--- src/sv/rc4x_pkg.sv ---
`timescale 1ns / 1ps

package rc4x_pkg;

   localparam int TABLE_SIZE    = 'h100;
   localparam int BYTE_W        = 8;
   localparam int MAX_KEY_BYTES = 256;
   localparam int KEY_COUNT_W   = 9;
   localparam int QUEUE_DEPTH   = 4;
   localparam int QUEUE_AW      = $clog2(QUEUE_DEPTH);
   localparam logic [BYTE_W-1:0] BYTE_MASK = 8'hff;

   typedef enum logic [1:0] {
      CMD_KEY,
      CMD_KEY_LAST,
      CMD_AUDIO
   } cmd_kind_type;

   typedef struct packed {
      cmd_kind_type      kind;
      logic [BYTE_W-1:0] value;
      logic              last;
   } cmd_type;

   typedef enum logic [3:0] {
      ST_IDLE,
      ST_INIT,
      ST_K_READ,
      ST_K_MIX,
      ST_K_SWAP_A,
      ST_K_SWAP_B,
      ST_T_READ_A,
      ST_T_READ_B,
      ST_T_READ_C,
      ST_T_WRITE
   } back_state_type;

   typedef struct packed {
      logic sched_busy;
      logic table_valid;
   } back_status_type;

endpackage

--- src/sv/rc4x_if.sv ---
`timescale 1ns / 1ps

interface rc4x_req_if;
   logic       valid;
   logic       ready;
   logic       func;
   logic [7:0] value;
   logic       last;

   modport source (output valid, output func, output value, output last, input ready);
   modport sink   (input valid, input func, input value, input last, output ready);
endinterface


--- src/sv/rc4x_front.sv ---
`timescale 1ns / 1ps

module rc4x_front (
   input  logic             clock,
   input  logic             reset,
   rc4x_req_if.sink         req_ch,
   output logic             cmd_valid,
   input  logic             cmd_ready,
   output rc4x_pkg::cmd_type cmd_data
);
   import rc4x_pkg::*;

   cmd_type             queue_ff [QUEUE_DEPTH];
   logic [QUEUE_AW-1:0] wr_ptr_ff, wr_ptr_in;
   logic [QUEUE_AW-1:0] rd_ptr_ff, rd_ptr_in;
   logic [QUEUE_AW:0]   count_ff, count_in;
   cmd_type             new_cmd;
   logic                push, pop;

   // sort the item into key, final key or audio
   always_comb begin
      new_cmd.value = req_ch.value;
      new_cmd.last  = req_ch.last;
      if (req_ch.func) begin
         new_cmd.kind = CMD_AUDIO;
      end else if (req_ch.last) begin
         new_cmd.kind = CMD_KEY_LAST;
      end else begin
         new_cmd.kind = CMD_KEY;
      end
   end

   assign req_ch.ready = (count_ff != (QUEUE_AW+1)'(QUEUE_DEPTH));
   assign push         = req_ch.valid && req_ch.ready;
   assign cmd_valid    = (count_ff != '0);
   assign pop          = cmd_valid && cmd_ready;
   assign cmd_data     = queue_ff[rd_ptr_ff];

   always_comb begin
      wr_ptr_in = push ? wr_ptr_ff + 1'b1 : wr_ptr_ff;
      rd_ptr_in = pop ? rd_ptr_ff + 1'b1 : rd_ptr_ff;
      count_in  = count_ff;
      if (push && !pop) begin
         count_in = count_ff + 1'b1;
      end else if (pop && !push) begin
         count_in = count_ff - 1'b1;
      end
   end

   always_ff @(posedge clock) begin
      if (reset) begin
         wr_ptr_ff <= '0;
         rd_ptr_ff <= '0;
         count_ff  <= '0;
      end else begin
         wr_ptr_ff <= wr_ptr_in;
         rd_ptr_ff <= rd_ptr_in;
         count_ff  <= count_in;
      end
   end

   always_ff @(posedge clock) begin
      if (push) begin
         queue_ff[wr_ptr_ff] <= new_cmd;
      end
   end

endmodule

--- src/flat_wrapper.sv ---
// flat-port wrapper written by rule: the top's interface ports become plain ports
module rc4x_front_flat import rc4x_pkg::*;
  (clock, reset, cmd_valid, cmd_ready, cmd_data, req_ch_valid, req_ch_func, req_ch_value, req_ch_last, req_ch_ready);
  rc4x_req_if req_ch_i ();
  input  logic clock;
  input  logic reset;
  output logic cmd_valid;
  input  logic cmd_ready;
  output rc4x_pkg::cmd_type cmd_data;
  input wire logic [$bits(req_ch_i.valid)-1:0] req_ch_valid;
  input wire logic [$bits(req_ch_i.func)-1:0] req_ch_func;
  input wire logic [$bits(req_ch_i.value)-1:0] req_ch_value;
  input wire logic [$bits(req_ch_i.last)-1:0] req_ch_last;
  output wire logic [$bits(req_ch_i.ready)-1:0] req_ch_ready;
  assign req_ch_i.valid = req_ch_valid;
  assign req_ch_i.func = req_ch_func;
  assign req_ch_i.value = req_ch_value;
  assign req_ch_i.last = req_ch_last;
  assign req_ch_ready = req_ch_i.ready;
  rc4x_front u_core (.clock(clock), .reset(reset), .req_ch(req_ch_i), .cmd_valid(cmd_valid), .cmd_ready(cmd_ready), .cmd_data(cmd_data));
endmodule
--- config.mk ---
export PLATFORM = sky130hd
export DESIGN_NAME = rc4x_front_flat
export DESIGN_NICKNAME = d
export VERILOG_FILES = /design/src/sv/rc4x_pkg.sv /design/src/sv/rc4x_if.sv /design/src/sv/rc4x_front.sv /design/src/flat_wrapper.sv
export SDC_FILE = /design/constraint.sdc
export NUM_CORES = 1
export LEC_CHECK = 0
export ABC_AREA = 1
export BUFFER_PORTS_ARGS = -buffer_cell sky130_fd_sc_hd__clkbuf_2
export CORE_MARGIN = 8
export CORE_UTILIZATION = 40
export CTS_CLUSTER_DIAMETER = 30
export DETAILED_ROUTE_END_ITERATION = 8
export GPL_ROUTABILITY_DRIVEN = 1
export RECOVER_POWER = 100
export SLEW_MARGIN = 20
export SYNTH_ARGS = -nofsm -noshare
export SYNTH_HDL_FRONTEND = slang
export SYNTH_SLANG_ARGS = --single-unit
--- constraint.sdc ---
create_clock -name clock -period 1.98 [get_ports clock]
set_input_delay 0.396 -clock clock [delete_from_list [all_inputs] [get_ports clock]]
set_output_delay 0.396 -clock clock [all_outputs]
set_load 0.01 [all_outputs]
# Word level (Yosys, flattened, before mapping)
# Memory sizes are Yosys's and may differ from the RTL's. A register that Yosys moved wholly into a read port is not among the register bits.
# Index checks and enable logic that the tools add are counted.
[classes] n_eq_ne=1 n_reduce_logical=8 n_mux=8 addsub=4
[ops] cell="2-bit two-way mux" n=3
[ops] cell="3-bit two-way mux" n=2
[ops] cell="2-bit by 1-bit adder with 2-bit output (second input constant)" n=2
[ops] cell="1-bit logical AND" n=4
[ops] cell="3-bit by 1-bit adder with 3-bit output (second input constant)" n=1
[ops] cell="1-bit two-way mux" n=3
[ops] cell="3-bit != test (second input constant)" n=1
[ops] cell="3-bit nonzero test" n=1
[ops] cell="3-bit by 1-bit subtractor with 3-bit output (second input constant)" n=1
[ops] cell="1-bit logical NOT" n=2
[ops] cell="2-bit nonzero test" n=1
[word_totals] memories=1 word_cells=25 inputBits=14 ff_bits=7 out_inout_bits=13 ramBits=44
[mem_list] name="u_core.queue_ff" words=4 word_bits=11 rd=1 rd_clocked_by_memory_dff=1 wr=1 line_no="rc4x_front.sv:13" source="cmd_type queue_ff [QUEUE_DEPTH];"

# Depth between registers and ports, before layout
[depth] depth_word=6 mapped_depth=13 depth_no_buf=13

# Worst setup path before layout
# Ideal clock, no wire load.
[synth_path] path_kind="reg-to-reg" from="register u_core.count_ff[0]" to="register u_core.count_ff[2]" path_slack_ns=0.313 synth_period_minus_slack_ns=1.667 stages_incl_launch_ff=14 path_buffers=0 setup_time_ns=0.113 t_required_ns=1.867 arrival_time_ns=1.554 path_cell_list="dfxtp_1 nor2_4 nand2_4 nand2_4 inv_2 ha_1 inv_1 fa_1 inv_1 nand2_1 nand3_1 nand2_1 nand2_1 nor2_1"
[synth_via] elab_chain_len=5 elab_cells_between_ends=13 cone_classes="add/sub: 2; eq/ne: 1; mux: 2; reduce/logical: 8"
[synth_rtl] element="start: declaration" line_no="rc4x_front.sv:16" source="logic [QUEUE_AW:0] count_ff, count_in;"
[synth_rtl] element="start signal: assignment" line_no="rc4x_front.sv:58" source="count_ff <= count_in;"
[synth_rtl] element="3-bit != test *" line_no="rc4x_front.sv:33" source="assign req_ch.ready = (count_ff != (QUEUE_AW+1)'(QUEUE_DEPTH));"
[synth_rtl] element="via req_ch_ready" line_no="flat_wrapper.sv:14" source="output wire logic [$bits(req_ch_i.ready)-1:0] req_ch_ready;"
[synth_rtl] element="1-bit logical AND *" line_no="rc4x_front.sv:34" source="assign push = req_ch.valid && req_ch.ready;"
[synth_rtl] element="via u_core.push" line_no="rc4x_front.sv:18" source="logic push, pop;"
[synth_rtl] element="1-bit logical NOT" line_no="rc4x_front.sv:45" source="end else if (pop && !push) begin"
[synth_rtl] element="1-bit logical AND" line_no="rc4x_front.sv:45"
[synth_rtl] element="2-bit nonzero test (no source line)"
# Mark *: on every way through the listed nets, which the timed path passes. The rest lies on a longest branch. The select of a mux whose other input is x is not followed.
# A chain may end at the register's enable or synchronous reset.

==> results.py <==
metrics = {
    "placed_design": {
        "place_ws_ns": 0.212,
        "place_congestion": 0.714,
        "dp_hpwl_mm": 2.73,
        "port_buffers": 26,
    },
    "drt": {
        "postRouteAntennaNets": 0,
        "drt_wl_total_mm": 4.01,
        "first_pass_iters": 4,
        "routed.top_layer": "met4",
        "wirelength_met1_mm": 1.78,
        "dr_total_vias": 1356,
        "drt-vias-per-instance": 4.81,
        "drc": 0,
        "met2_length_mm": 1.88,
        "route.met3.wl_um": 290,
        "wl_per_cell_um": 14.2,
        "initialDrtViolationCount": 47,
    },
    "finish": {
        "area_growth_pct": 12.9,
        "antenna_cells": 0,
        "n_fill_cell": 544,
        "final_nets": 231,
        "drive_gt1_share_pct": 11.8,
    },
    "synthesis": {
        "postSynthAreaPerCell_um2": 12.1,
        "syn-num-nets": 197,
        "synth_top_area_share_pct": 61.5,
        "synth-seq-cells": 53,
        "synth_cell_type_count": 21,
        "synth_area_um2": 2150,
        "yosys-top-cells-area": "edfxtp_1, dfxtp_1, nor2_1, o21ai_0, o22ai_1",
        "yosysTopAreaCell": "edfxtp_1",
        "yosysWarnings": 0,
        "seq_area_frac_synth_pct": 69.8,
        "syn_inst": 177,
    },
    "sta": {
        "setup_ws_ns": 0.130,
        "rsz0062_at_grt": "true",
        "min_period_over_period_pct": 93.4,
        "maxSlewHeadroom_pct": 48.4,
        "final-setup-viol-count": 0,
        "fmax_mhz": 541,
        "fin_crit_ns": 1.85,
        "hold_slack_ns": 0.312,
        "skew_ns": 0.00917,
        "finalMaxSlewViolations": 0,
        "tightest_slew_ns": 0.774,
        "finalHoldViolations": 0,
    },
    "critical_path": {
        "reg2reg_setup_slack_ns": 0.13,
        "worstSetupEndpointType": "output port",
        "r2r_cells": 12,
        "cp_max_fo": 22,
        "worstSetupPathType": "flip-flop to output port",
        "cp-start-kind": "flip-flop",
        "r2r-end": "u_core.count_ff[2]",
        "r2r-start": "u_core.count_ff[0]",
        "cp.required_ns": 1.58,
        "arrival_ns": 1.45,
    },
    "clock_network": {
        "clockRootBuffer": "clkbuf_8",
        "insertion_delay_ns": 0.31,
        "cts_tree": "done",
        "cts.clk_slew.worst_paths_ns": 0.09,
        "htree_levels": 2,
        "cts_buffers": 5,
        "max-clock-path-buffers": 2,
        "post-cts-setup-buffer-count": 0,
        "clkSinkCount": 53,
    },
    "global_routing": {
        "grt_antenna_before_repair": 0,
        "grt_pass1_vias": 1365,
        "grt_pass1_wl_mm": 6.51,
        "grt-ovfl-total": 0,
        "grt_use_total_pct": 11.1,
        "grt_max_degree": 23,
    },
    "hold_path": {
        "min_path_type": "input port to flip-flop",
        "hp-start": "reset",
        "min_to": "u_core.rd_ptr_ff[0]",
        "hold_depth": 2,
    },
    "pwr": {
        "p_leak_nw": 0.878,
        "powerDensity_nw_per_um2": 1190,
        "irDropWorstVdd_mv": 0.562,
    },
    "die": {
        "start_util_pct": 41.8,
        "core_area_um2": 5140,
        "die_h_um": 89.3,
        "die_w_um": 89.3,
        "io_pins": 27,
        "fp.dieArea_um2": 7980,
        "rows": 26,
    },
    "run": {
        "maxCapViolations": 0,
    },
    "status": {
        "outcome": "finished, final reports clean",
    },
}
[critical path, cell delays in order (launching register included)]
cell	delay [ns]
dfxtp_1	0.38
inv_2	0.30
o21ai_0	0.13
o22ai_1	0.16
clkbuf_2	0.17
[logic make-up after synthesis]
logic type | synth area share, %
buf+inv | 4.42
xor+xnor | 0.408
compound gates | 9.25
fa+ha+maj | 3.84
simple gates | 12.2
flops | 69.8
[per-layer routing]
| layer | vias up | global-route usage (%) |
|---|---|---|
| li1 | 678 | - |
| met1 | 642 | 12.2 |
| met2 | 29 | 18.9 |
| met3 | 7 | 4.78 |
| met4 | 0 | 3.63 |
| met5 | - | 0 |
[layout by cell type (no fill, tap or decap), drive strengths merged]
cell	synthesis	routed
o21ai	23	23
nor2	37	37
a21oi	3	3
fa	1	1
buf	5	3
xor2	1	1
edfxtp	44	44
nand2	15	15
ha	5	5
clkinvlp	0	1
inv	17	17
dfxtp	9	9
nand3b	1	1
nand3	4	4
o22ai	11	11
clkbuf	1	37
[final cells by class]
class	count	area, um2	area share [%]
clock buffers	7	76.3	3.14
clock inverters	1	7.51	0.309
inverters	17	63.8	2.63
multi-input cells	101	546	22.5
flip-flops and latches	53	1500	61.9
well taps	70	87.6	3.61
repair buffers	33	145	5.98
[what timing repair did]
item                                    4_1_cts  5_1_grt
endpoints found under the setup margin        0        5
resized for setup                             0        2
hold buffers                                  0        0
[Yosys cell counts, drive strengths merged]
library cell  number
ha                 5
dfxtp              9
nand3b             1
o22ai             11
o21ai             23
buf                5
nor2              37
nand2             15
clkbuf             1
nand3              4
fa                 1
xor2               1
edfxtp            44
a21oi              3
inv               17
[flip-flops by register name, summed over array words and instances, names as in the netlist, named ones only]
signal            cells
u_core.queue_ff      44
u_core.rd_ptr_ff      2
u_core.wr_ptr_ff      2
u_core.count_ff       3
[report_power, final]
part           switching [W]  internal, W  total [W]  leakage, nW
Combinational       0.000550     0.000300   0.000850        0.362
Sequential         0.0000900      0.00137    0.00146        0.478
Clock               0.000331     0.000251   0.000582       0.0385
[how the worst max path moves through the flow]
stage                     slack (ns)                  to  depth (start not counted)
after global routing           -0.01        cmd_data[10]                          4
after global placement          0.27  u_core.count_ff[2]                         13
final                           0.13         cmd_data[9]                          4
after floorplan                 0.31  u_core.count_ff[2]                         13
after CTS                       0.07         cmd_data[9]                          4
after detailed placement        0.21  u_core.count_ff[2]                         13
[stage by stage]
stage / cell area, um2 / cells / total power (W) / util [%] / setup TNS [ns]
6_report: 2430 / 282 / 0.00289 / 47.2 / 0
2_1_floorplan: 2150 / 177 / 0.00206 / - / 0
3_5_place_dp: 2390 / 274 / 0.00239 / 46.5 / 0
3_3_place_gp: 2390 / 274 / 0.00237 / 46.5 / 0
5_1_grt: 2430 / 282 / 0.00310 / 47.2 / -0.0157
4_1_cts: 2470 / 282 / 0.00297 / 48.1 / 0
No activity file was read; power rests on OpenSTA's default activity.
